$ cat src/brvm_pkg.sv
// Package with opcode codes, payload structs and shared types for the byte VM executor.
package brvm_pkg;

  typedef enum logic [4:0] {
    OP_NOP = 5'd0, OP_MOVMR = 5'd1, OP_MOVMW = 5'd2, OP_MOVR = 5'd3, OP_MOVB = 5'd4,
    OP_MOVA = 5'd5, OP_INC = 5'd6, OP_DEC = 5'd7, OP_ADD = 5'd8, OP_SUB = 5'd9,
    OP_MUL = 5'd10, OP_DIV = 5'd11, OP_POP = 5'd12, OP_PUSH = 5'd13, OP_AND = 5'd14,
    OP_OR = 5'd15, OP_XOR = 5'd16, OP_NOT = 5'd17, OP_CMP = 5'd18, OP_CMPR = 5'd19,
    OP_JMP = 5'd20, OP_JE = 5'd21, OP_JNE = 5'd22, OP_JG = 5'd23, OP_JL = 5'd24,
    OP_CALL = 5'd25, OP_RET = 5'd26, OP_CLI = 5'd27, OP_STI = 5'd28, OP_SWI = 5'd29,
    OP_OTHER = 5'd30, OP_OTHER2 = 5'd31
  } op_t;

  localparam logic [7:0] VEC_DISPLAY = 8'h10;
  localparam logic [7:0] VEC_FILESYS = 8'h13;
  localparam logic [7:0] VEC_NETWORK = 8'h14;
  localparam logic [7:0] VEC_OS      = 8'h47;
  localparam logic [7:0] VEC_EXIT    = 8'h20;

  localparam logic [2:0] SVC_NONE    = 3'd0;
  localparam logic [2:0] SVC_DISPLAY = 3'd1;
  localparam logic [2:0] SVC_FILESYS = 3'd2;
  localparam logic [2:0] SVC_NETWORK = 3'd3;
  localparam logic [2:0] SVC_OS      = 3'd4;

  localparam logic CFG_HEAP_BASE  = 1'b0;
  localparam logic CFG_HEAP_LIMIT = 1'b1;

  typedef struct packed {
    logic [4:0]  op;
    logic [2:0]  dst;
    logic [2:0]  src_one;
    logic [2:0]  src_two;
    logic [7:0]  imm_low;
    logic [7:0]  imm_high;
    logic [31:0] target;
    logic [7:0]  vector_byte;
    logic [7:0]  load_data;
  } in_item_t;

  typedef struct packed {
    logic [31:0] next_pc;
    logic        mem_read;
    logic        mem_write;
    logic [31:0] mem_address;
    logic [7:0]  store_data;
    logic        seg_fault;
    logic        irq_enable;
    logic [2:0]  service;
    logic        exit_to_host;
    logic        program_end;
  } out_item_t;

  // Instruction classified by the front end.
  typedef struct packed {
    in_item_t item;
    logic     is_mem;
    logic     is_div;
    logic [2:0] svc;
    logic     ext;
  } dec_item_t;

endpackage

$ cat src/brvm_front.sv
// Front end: accepts instructions, classifies them and feeds a two-entry queue.
module brvm_front (
  input  logic                clk,
  input  logic                rst,
  input  logic                in_valid,
  output logic                in_stall,
  input  brvm_pkg::in_item_t  in_data,
  output logic                q_valid,
  input  logic                q_pop,
  output brvm_pkg::dec_item_t q_data
);

  brvm_pkg::dec_item_t q_mem [2];
  logic       wr_ptr;
  logic       rd_ptr;
  logic [1:0] count;
  brvm_pkg::dec_item_t dec;
  logic push;
  logic pop;

  // Classification of the incoming item.
  always_comb begin
    dec = '0;
    dec.item = in_data;
    dec.is_mem = (in_data.op == brvm_pkg::OP_MOVMR) || (in_data.op == brvm_pkg::OP_MOVMW);
    dec.is_div = (in_data.op == brvm_pkg::OP_DIV);
    dec.svc = brvm_pkg::SVC_NONE;
    if (in_data.op == brvm_pkg::OP_SWI) begin
      case (in_data.vector_byte)
        brvm_pkg::VEC_DISPLAY: dec.svc = brvm_pkg::SVC_DISPLAY;
        brvm_pkg::VEC_FILESYS: dec.svc = brvm_pkg::SVC_FILESYS;
        brvm_pkg::VEC_NETWORK: dec.svc = brvm_pkg::SVC_NETWORK;
        brvm_pkg::VEC_OS:      dec.svc = brvm_pkg::SVC_OS;
        brvm_pkg::VEC_EXIT:    dec.ext = 1'b1;
        default:               dec.svc = brvm_pkg::SVC_NONE;
      endcase
    end
  end

  assign in_stall = (count == 2'd2);
  assign push = in_valid && !in_stall;
  assign pop = q_pop && q_valid;
  assign q_valid = (count != 2'd0);
  assign q_data = q_mem[rd_ptr];

  // Queue storage and pointers.
  always_ff @(posedge clk) begin
    if (push) begin
      q_mem[wr_ptr] <= dec;
    end
    if (rst) begin
      wr_ptr <= 1'b0;
      rd_ptr <= 1'b0;
      count  <= 2'd0;
    end else begin
      if (push) wr_ptr <= ~wr_ptr;
      if (pop) rd_ptr <= ~rd_ptr;
      count <= count + {1'b0, push} - {1'b0, pop};
    end
  end

endmodule

$ cat src/brvm_div.sv
// Restoring 8-bit divider, one quotient bit per cycle.
module brvm_div (
  input  logic       clk,
  input  logic       rst,
  input  logic       start,
  input  logic [7:0] dividend,
  input  logic [7:0] divisor,
  output logic       done,
  output logic [7:0] quotient
);

  logic       busy;
  logic [7:0] rem;
  logic [7:0] quo;
  logic [7:0] dvs;
  logic [3:0] cnt;
  logic [8:0] trial;

  assign trial = {rem[7:0], quo[7]} - {1'b0, dvs};
  assign quotient = quo;

  // One shift-subtract step each cycle.
  always_ff @(posedge clk) begin
    if (rst) begin
      busy <= 1'b0;
      done <= 1'b0;
      cnt  <= 4'd0;
    end else begin
      done <= 1'b0;
      if (start) begin
        busy <= 1'b1;
        cnt  <= 4'd8;
        rem  <= 8'd0;
        quo  <= dividend;
        dvs  <= divisor;
      end else if (busy) begin
        if (!trial[8]) begin
          rem <= trial[7:0];
          quo <= {quo[6:0], 1'b1};
        end else begin
          rem <= {rem[6:0], quo[7]};
          quo <= {quo[6:0], 1'b0};
        end
        cnt <= cnt - 4'd1;
        if (cnt == 4'd1) begin
          busy <= 1'b0;
          done <= 1'b1;
        end
      end
    end
  end

endmodule

$ cat src/brvm_back.sv
// Back end: executes queued instructions against the machine state and emits results.
module brvm_back #(
  parameter int STACK_DEPTH  = 128,
  parameter longint PROGRAM_SIZE = 4096
) (
  input  logic                clk,
  input  logic                rst,
  input  logic                q_valid,
  output logic                q_pop,
  input  brvm_pkg::dec_item_t q_data,
  input  logic [31:0]         heap_base,
  input  logic [31:0]         heap_limit,
  output logic                out_valid,
  input  logic                out_stall,
  output brvm_pkg::out_item_t out_data
);

  localparam int SW = (STACK_DEPTH > 1) ? $clog2(STACK_DEPTH) : 1;
  localparam logic [SW-1:0] TOP = SW'(STACK_DEPTH - 1);
  localparam logic [32:0] PSIZE = 33'(PROGRAM_SIZE);

  typedef enum logic [3:0] {
    S_IDLE = 4'b0001, S_EXEC = 4'b0010, S_DIV = 4'b0100, S_POP = 4'b1000
  } state_t;

  state_t state;
  logic [7:0] regs [8];
  logic [7:0] stack_mem [STACK_DEPTH];
  logic [SW-1:0] stack_index;
  logic [31:0] prog_counter;
  logic [31:0] return_pc;
  logic equal_flag;
  logic greater_flag;
  logic int_enable;
  logic [7:0] stack_rd;
  logic clearing;
  logic [SW-1:0] clr_idx;

  brvm_pkg::in_item_t it;
  brvm_pkg::out_item_t res;
  logic [31:0] nxt;
  logic [7:0] ra, rb, rc;
  logic [15:0] prod;
  logic [SW-1:0] pop_idx;
  logic div_start, div_done;
  logic [7:0] div_q;
  logic issue;

  assign it = q_data.item;
  assign ra = regs[it.dst];
  assign rb = regs[it.src_one];
  assign rc = regs[it.src_two];
  assign prod = rb * rc;
  assign pop_idx = (stack_index == '0) ? TOP : stack_index - SW'(1);

  // An item may run when the output register is free.
  assign issue = (state == S_EXEC) && (!out_valid || !out_stall);
  assign div_start = (state == S_IDLE) && !clearing && q_valid && q_data.is_div &&
                     (rc != 8'd0);

  brvm_div u_div (
    .clk(clk), .rst(rst), .start(div_start), .dividend(rb), .divisor(rc),
    .done(div_done), .quotient(div_q)
  );

  // Next pc and the side outputs of one instruction.
  always_comb begin
    nxt = prog_counter + 32'd1;
    res = '0;
    case (brvm_pkg::op_t'(it.op))
      brvm_pkg::OP_MOVMR, brvm_pkg::OP_MOVMW: begin
        res.mem_address = heap_base + it.target;
        if (it.target > heap_limit) begin
          res.seg_fault = 1'b1;
          nxt = prog_counter;
        end else begin
          res.mem_read  = (it.op == brvm_pkg::OP_MOVMR);
          res.mem_write = (it.op == brvm_pkg::OP_MOVMW);
          if (it.op == brvm_pkg::OP_MOVMW) res.store_data = ra;
          nxt = prog_counter + 32'd6;
        end
      end
      brvm_pkg::OP_MOVA: nxt = prog_counter + 32'd6;
      brvm_pkg::OP_MUL, brvm_pkg::OP_DIV: nxt = prog_counter + 32'd4;
      brvm_pkg::OP_INC, brvm_pkg::OP_DEC, brvm_pkg::OP_POP, brvm_pkg::OP_PUSH,
      brvm_pkg::OP_SWI: nxt = prog_counter + 32'd2;
      brvm_pkg::OP_MOVR, brvm_pkg::OP_MOVB, brvm_pkg::OP_ADD, brvm_pkg::OP_SUB,
      brvm_pkg::OP_AND, brvm_pkg::OP_OR, brvm_pkg::OP_XOR, brvm_pkg::OP_NOT,
      brvm_pkg::OP_CMP, brvm_pkg::OP_CMPR: nxt = prog_counter + 32'd3;
      brvm_pkg::OP_JMP, brvm_pkg::OP_CALL: nxt = it.target;
      brvm_pkg::OP_JE:  nxt = equal_flag ? it.target : prog_counter + 32'd5;
      brvm_pkg::OP_JNE: nxt = !equal_flag ? it.target : prog_counter + 32'd5;
      brvm_pkg::OP_JG:  nxt = greater_flag ? it.target : prog_counter + 32'd5;
      brvm_pkg::OP_JL:  nxt = !greater_flag ? it.target : prog_counter + 32'd5;
      brvm_pkg::OP_RET: nxt = return_pc;
      default: nxt = prog_counter + 32'd1;
    endcase
    res.next_pc = nxt;
    res.service = q_data.svc;
    res.exit_to_host = q_data.ext;
    res.irq_enable = (it.op == brvm_pkg::OP_STI) ? 1'b1 :
                     (it.op == brvm_pkg::OP_CLI) ? 1'b0 : int_enable;
    res.program_end = ({1'b0, nxt} >= PSIZE);
  end

  assign q_pop = issue;

  // Stack clearing pass after reset, one entry per cycle.
  always_ff @(posedge clk) begin
    if (rst) begin
      clearing <= 1'b1;
      clr_idx  <= '0;
    end else if (clearing) begin
      clr_idx <= clr_idx + SW'(1);
      if (clr_idx == TOP) clearing <= 1'b0;
    end
  end

  // Stack memory: registered read of the entry below the top, write on push.
  always_ff @(posedge clk) begin
    stack_rd <= stack_mem[pop_idx];
    if (clearing) begin
      stack_mem[clr_idx] <= 8'd0;
    end else if (issue && it.op == brvm_pkg::OP_PUSH) begin
      stack_mem[stack_index] <= ra;
    end
  end

  // Sequencer and architectural state.
  always_ff @(posedge clk) begin
    if (rst) begin
      state <= S_IDLE;
      out_valid <= 1'b0;
      for (int i = 0; i < 8; i++) regs[i] <= 8'd0;
      stack_index <= '0;
      prog_counter <= 32'd0;
      return_pc <= 32'd0;
      equal_flag <= 1'b0;
      greater_flag <= 1'b0;
      int_enable <= 1'b0;
    end else begin
      if (issue) out_valid <= 1'b1;
      else if (!out_stall) out_valid <= 1'b0;
      case (state)
        S_IDLE: begin
          if (q_valid && !clearing) begin
            if (div_start) state <= S_DIV;
            else if (it.op == brvm_pkg::OP_POP) state <= S_POP;
            else state <= S_EXEC;
          end
        end
        S_DIV: if (div_done) state <= S_EXEC;
        S_POP: state <= S_EXEC;
        S_EXEC: begin
          if (issue) begin
            state <= S_IDLE;
            out_data <= res;
            prog_counter <= nxt;
            int_enable <= res.irq_enable;
            case (brvm_pkg::op_t'(it.op))
              brvm_pkg::OP_MOVMR: if (!res.seg_fault) regs[it.dst] <= it.load_data;
              brvm_pkg::OP_MOVR: regs[it.dst] <= rb;
              brvm_pkg::OP_MOVB: regs[it.dst] <= it.imm_low;
              brvm_pkg::OP_MOVA: begin
                regs[it.dst] <= it.imm_low;
                regs[it.dst + 3'd1] <= it.imm_high;
              end
              brvm_pkg::OP_INC: regs[it.dst] <= ra + 8'd1;
              brvm_pkg::OP_DEC: regs[it.dst] <= ra - 8'd1;
              brvm_pkg::OP_ADD: regs[it.dst] <= ra + rb;
              brvm_pkg::OP_SUB: regs[it.dst] <= ra - rb;
              brvm_pkg::OP_MUL: regs[it.dst] <= prod[7:0];
              brvm_pkg::OP_DIV: regs[it.dst] <= (rc == 8'd0) ? 8'hFF : div_q;
              brvm_pkg::OP_POP: begin
                regs[it.dst] <= stack_rd;
                stack_index <= pop_idx;
              end
              brvm_pkg::OP_PUSH:
                stack_index <= (stack_index == TOP) ? '0 : stack_index + SW'(1);
              brvm_pkg::OP_AND: regs[it.dst] <= ra & rb;
              brvm_pkg::OP_OR:  regs[it.dst] <= ra | rb;
              brvm_pkg::OP_XOR: regs[it.dst] <= ra ^ rb;
              brvm_pkg::OP_NOT: regs[it.dst] <= ~ra;
              brvm_pkg::OP_CMP: begin
                equal_flag <= (ra == it.imm_low);
                greater_flag <= (ra > it.imm_low);
              end
              brvm_pkg::OP_CMPR: begin
                equal_flag <= (ra == rb);
                greater_flag <= (ra > rb);
              end
              brvm_pkg::OP_CALL: return_pc <= prog_counter + 32'd5;
              brvm_pkg::OP_RET: return_pc <= 32'd0;
              default: ;
            endcase
          end
        end
        default: state <= S_IDLE;
      endcase
    end
  end

endmodule

$ cat src/byte_register_vm_execute_top.sv
// Top level of the byte register VM executor: configuration, front end and back end.
//
// Each instruction passes through the back end states IDLE (queue read) and EXEC
// (execute and register the result); POP adds a POP state because the stack memory
// has a registered read port, and DIV with a nonzero divisor waits in a DIV state
// for the bit-serial divider. After reset the back end clears all
// STACK_DEPTH entries (128 by default) of the stack memory before it runs the first
// instruction. A two-entry queue lets the front end take items while the back end is busy,
// and the output register holds a result while the next one is prepared.
module byte_register_vm_execute_top #(
  parameter int STACK_DEPTH = 128,
  parameter longint PROGRAM_SIZE = 4096
) (
  input  logic                clk,
  input  logic                rst,
  input  logic                in_valid,
  output logic                in_stall,
  input  brvm_pkg::in_item_t  in_data,
  output logic                out_valid,
  input  logic                out_stall,
  output brvm_pkg::out_item_t out_data,
  input  logic                cfg_we,
  input  logic [0:0]          cfg_index,
  input  logic [31:0]         cfg_data
);

  logic [31:0] heap_base;
  logic [31:0] heap_limit;
  logic q_valid;
  logic q_pop;
  brvm_pkg::dec_item_t q_data;

  // Configuration registers.
  always_ff @(posedge clk) begin
    if (rst) begin
      heap_base  <= 32'd0;
      heap_limit <= 32'hFFFF_FFFF;
    end else if (cfg_we) begin
      case (cfg_index)
        brvm_pkg::CFG_HEAP_BASE:  heap_base  <= cfg_data;
        brvm_pkg::CFG_HEAP_LIMIT: heap_limit <= cfg_data;
        default: ;
      endcase
    end
  end

  brvm_front u_front (
    .clk(clk), .rst(rst), .in_valid(in_valid), .in_stall(in_stall), .in_data(in_data),
    .q_valid(q_valid), .q_pop(q_pop), .q_data(q_data)
  );

  brvm_back #(.STACK_DEPTH(STACK_DEPTH), .PROGRAM_SIZE(PROGRAM_SIZE)) u_back (
    .clk(clk), .rst(rst), .q_valid(q_valid), .q_pop(q_pop), .q_data(q_data),
    .heap_base(heap_base), .heap_limit(heap_limit),
    .out_valid(out_valid), .out_stall(out_stall), .out_data(out_data)
  );

  // A faulting access never requests memory.
  a_fault_no_req: assert property (@(posedge clk) disable iff (rst)
    out_valid && out_data.seg_fault |-> !out_data.mem_read && !out_data.mem_write)
    else $error("memory request on segment fault");

  // The queue is only popped when it holds an item.
  a_pop_valid: assert property (@(posedge clk) disable iff (rst) q_pop |-> q_valid)
    else $error("queue popped while empty");

  // A result is registered only when the output is free.
  a_no_overwrite: assert property (@(posedge clk) disable iff (rst)
    out_valid && out_stall |=> out_valid && $stable(out_data))
    else $error("pending result overwritten");

endmodule
$ cat config.mk
export PLATFORM = sky130hd
export DESIGN_NAME = byte_register_vm_execute_top
export DESIGN_NICKNAME = d
export VERILOG_FILES = /design/src/brvm_pkg.sv /design/src/brvm_front.sv /design/src/brvm_div.sv /design/src/brvm_back.sv /design/src/byte_register_vm_execute_top.sv
export SDC_FILE = /design/constraint.sdc
export NUM_CORES = 2
export LEC_CHECK = 0
export ABC_AREA = 1
export BUFFER_PORTS_ARGS = -buffer_cell sky130_fd_sc_hd__buf_2
export CAP_MARGIN = 40
export CORE_MARGIN = 4
export CORE_UTILIZATION = 55
export DETAILED_ROUTE_END_ITERATION = 8
export PLACE_DENSITY = 0.72
export SYNTH_ARGS = -nofsm -noshare
export SYNTH_HDL_FRONTEND = slang
export SYNTH_HIERARCHICAL = 1
export SYNTH_SLANG_ARGS = --single-unit
$ cat constraint.sdc
create_clock -name clk -period 8.3 [get_ports clk]
set_input_delay 0.415 -clock clk [delete_from_list [all_inputs] [get_ports clk]]
set_output_delay 0.415 -clock clk [all_outputs]
set_load 0.01 [all_outputs]
Yosys cells after proc, flatten, opt, wreduce, memory -nomap -nowiden:

Memories as Yosys holds them, arrays and structs flattened. A register that Yosys moved wholly into a read port is not among the register bits.
Index checks and enable logic that the tools add are counted.

* $add $sub $neg: 19
* multipliers: 1
* div/mod/pow operators: 0
* magnitude comparators: 4
* eq/ne operators: 52
* shift operators: 0
* multiplexer cells: 151
* bitwise gates (word level): 25
* reduce and logical (&&, ||, !) cells: 45

Operator list (number)
* $pmux 32 s11: 1
* $mux 8: 22
* $mux 32: 5
* $mux 1: 104
* $add 32x3->32 const B: 3
* $eq 5x5->1 const B: 15
* $add 32x2->32 const B: 2
* $pmux 32 s2: 1
* $eq 5x4->1 const B: 9
* $add 32x1->32 const B: 1
* $add 32x32->32: 1
* $ge 32x13->1 const B: 1
* $gt 32x32->1: 1
* $mux 4: 8
* $eq 8x5->1 const B: 3
* $reduce_or 8->1: 3
* $mux 7: 3
* $eq 5x3->1 const B: 4
* $eq 8x8->1: 2
* $gt 8x8->1: 2
* $pmux 4 s4: 1
* $eq 5x2->1 const B: 3
* $reduce_and 3->1: 5
* $add 7x1->7 const B: 2
* other kinds (44): 95

* bits in registers: 266
* latch bits: 0
* bits in writable memories: 1256
* ROM bits: 0
* input bits: 116
* output and inout bits: 83
* memories: 3

Memory list
* u_back.stack_mem: depth 128, bits a word 8, rd ports 1, clocked after Yosys merged registers in 1, write ports 1, line brvm_back.sv:28 `logic [7:0] stack_mem [STACK_DEPTH];`
* u_front.q_mem: depth 2, bits a word 84, rd ports 1, clocked after Yosys merged registers in 1, write ports 1, line brvm_front.sv:13 `brvm_pkg::dec_item_t q_mem [2];`
* u_back.regs: depth 8, bits a word 8, rd ports 3, clocked after Yosys merged registers in 0, write ports 8, line brvm_back.sv:27 `logic [7:0] regs [8];`

Logic depth before layout (Yosys ltp):

* depth after elaboration: 25
* gate-level depth with buffers: 44

Hierarchy:

The synthesis kept the hierarchy.

Modules (own cells, without submodules)
* brvm_back: instances 1, cells an instance 6617, area each 63350.8 µm²
* brvm_front: instances 1, cells an instance 345, area each 6734.0 µm²
* byte_register_vm_execute_top: instances 1, cells an instance 348, area each 2476.1 µm²
* brvm_div: instances 1, cells an instance 203, area each 1689.1 µm²

Worst setup path after synthesis:

No wires, ideal clock.

* path type: register to register
* start: register with a tool-made name
* end: memory u_back.regs[0][7], data pin
* setup time: 0.254 ns
* arrival: 5.381 ns
* slack: 2.665 ns
* cell stages (with the launch flop): 41
* path through: dfxtp_1 > buf_6 > buf_6 > mux2_4 > buf_4 > buf_6 > buf_2 > o21ai_0 > nand2_1 > nand2_1 > nand2_1 > inv_1 > nand2_1 > fa_1 > inv_1 > ha_1 > fa_1 > fa_1 > (+5 left out) > nand2_1 > nand2_1 > nand2_1 > nand2_1 > nand2_1 > nand2_1 > nand2_1 > nand2_1 > nand2_1 > nand3_1 > nand3_1 > nand2_1 > nand2_1 > nand2_1 > nand2_1 > nand2_2 > nand3_1 > nand2_1

RTL lines (line)
* end: declaration: brvm_back.sv:27

==> metrics.cfg <==
[pwr]
seqPwrFrac=0.496
powerDensity_mw_per_mm2=205
power_frac_clock=0.418
switching_share=0.241
combPwrFrac=0.086
p_int_mw=12.8
ir_drop_mv=0.264
switchingPower_mw=4.05
p_leak_nw=31.4

[floorplan]
die_y_um=374
initial_core_util=0.557
die_w_um=374
rows=133
io_pins=199
core_mm2=0.132
die_area_mm2=0.140

[clock_tree]
clk_path_buf_depth=3
cts_buffers=154
insertion_delay_ns=0.80
clk_pin_slew_ns=0.06
cts_tree=built
htreeDepth=4
cts_root_buffer=clkbuf_16
clkSinkCount=1513

[route]
drc=0
drt_iter0_markers=7932
dr.pass1.iters=9
vias=58200
viasPerCell=6.12
wl_per_cell_um=23.4
ant_nets=0
wl_um=223000

[critical_path]
rrSetupSlack_ns=1.51
critPathLaunchType=register
crit_required_ns=8.84
critPathKind=register to register
critPathMaxStageDelay_ns=0.70
cp_top_family=adder cells
path_common_cell=nand2_1
worstSetupEndpointType=register
crit_slowest_cell=dfxtp_4
critPathBufInv=5
arrival_ns=7.33
path_max_fanout=23

[logic_synthesis]
yosysWarnings=6
syn_nets=7752
synthCells=7482
syn_area_mm2=0.0736
syn_avg_cell_area_um2=9.83

[place]
io_buffers=198
post_dp_cell_area_mm2=0.0759
dp_hpwl_um=145000
gp_congestion=0.986

[run]
cap_violations=0

[sta]
clock-skew-final_ns=0.0572
fmaxAchievable_mhz=147
maxSlewHeadroom=0.339
setup_viol=0
finalSetupTns_ns=0
rsz0062_at_grt=false
fin_crit_ns=6.79
maxSlewViolCount=0
fin_crit_sh=0.818
hold_viol=0
tightestPinTransition_ns=0.982

[layout]
drive_gt1_frac=0.100
syn_to_final_growth_pct=11.6
final_area_mm2=0.0821
nNetsFinal=7898
final_util=0.621

[global_route]
grt_max_degree=194
grt_usage=0.310
antenna_found_initial=5
grt_pass1_vias=54200
grt_first_pass_wirelength_um=334000
overflow=0

[worst_hold_path]
hold_class=input pin to register

[status]
outcome=complete, no violations

[worst paths after layout]
check / startpoint / to / depth (start not counted)
worst max-delay path: register / u_back/regs[5][7] / 34
worst min-delay path: in_data[9] / u_front/q_mem[1][1] / 4
worst max register to register: register / u_back/regs[5][7] / 34
worst min register to register: u_back/return_pc[6] / u_back/return_pc[6] / 2
[metrics by stage]
stage | setup WS [ns] | hold slack (ns) | cells | total power, mW
global route | 0.985 | 0.0585 | 9513 | 17.4
finish | 1.51 | 0.0528 | 9515 | 16.8
global placement | 1.55 | 0.450 | 9106 | 9.85
floorplan | 2.67 | 0.441 | 7482 | 9.43
CTS | 1.54 | 0.00900 | 9512 | 16.9
detailed placement | 1.56 | 0.456 | 9123 | 9.88
[tightest hold or removal path: stages]
cell     delay, ns
buf_2         0.09
inv_1         0.04
nand3_1       0.06
nor2_1        0.05
[placed cells by master, fill, tap and decap left out, types with 20 or more instances in the layout]
| cell type | count |
|---|---|
| mux2_2 | 20 |
| a211oi_1 | 22 |
| buf_2 | 198 |
| dlygate4sd3_1 | 104 |
| nor2_2 | 32 |
| o221ai_1 | 49 |
| edfxtp_1 | 1343 |
| clkinv_2 | 25 |
| inv_2 | 40 |
| a31oi_1 | 31 |
| clkinv_1 | 32 |
| nor2_1 | 1138 |
| mux2_4 | 55 |
| o211ai_1 | 53 |
| nor3_1 | 46 |
| clkbuf_16 | 158 |
| clkbuf_1 | 37 |
| o22ai_1 | 271 |
| xor2_1 | 78 |
| nand2_1 | 1218 |
| or2_2 | 21 |
| nand2_2 | 34 |
| inv_1 | 560 |
| a21oi_1 | 288 |
| nand3_1 | 354 |
| o21ai_0 | 843 |
| buf_4 | 61 |
| o21ai_1 | 44 |
| nand4_1 | 43 |
| dfxtp_1 | 169 |
| ha_1 | 136 |
[layer usage]
layer / global-route usage / part of all wire
met1: 0.432 / 0.40
met2: 0.480 / 0.45
met4: 0.129 / 0.045
met3: 0.0591 / 0.10
met5: 0 / 0.000058
[what timing repair did]
| item | in CTS | in global routing |
|---|---|---|
| resized for setup | 0 | 0 |
| endpoints found under the hold margin | 206 | 0 |
| setup endpoints to repair | 0 | 0 |
| setup buffers | 0 | 0 |
| hold buffers | 104 | 0 |
[area by class of cell]
type	instances	area, um^2
inverters	612	2320
well taps	1755	2200
clock inverters	87	1020
flip-flops and latches	1513	43700
clock buffers	198	4130
diodes	3	7.51
fillers	10700	50000
repair buffers	380	2850
multi-input cells	4967	25800
[power groups by stage]
| stage | Combinational (mW) | Sequential (mW) | Clock, mW |
|---|---|---|---|
| after floorplan | 0.924 | 8.50 | 0 |
| after CTS | 1.41 | 8.36 | 7.12 |
| after global placement | 1.34 | 8.51 | 0 |
| final | 1.45 | 8.36 | 7.03 |
| after detailed placement | 1.36 | 8.52 | 0 |
| after global routing | 1.58 | 8.36 | 7.45 |
[state kept, by name (all words and copies together), names as in the netlist, 32 cells and up, named ones only]
name,cells
u_back/return_pc,32
u_back/prog_counter,32
u_back/out_data,81
heap_limit,32
u_front/q_mem,150
u_back/regs,64
heap_base,32
u_back/stack_mem,1024
Note: power is estimated with default switching activity, not from simulation.
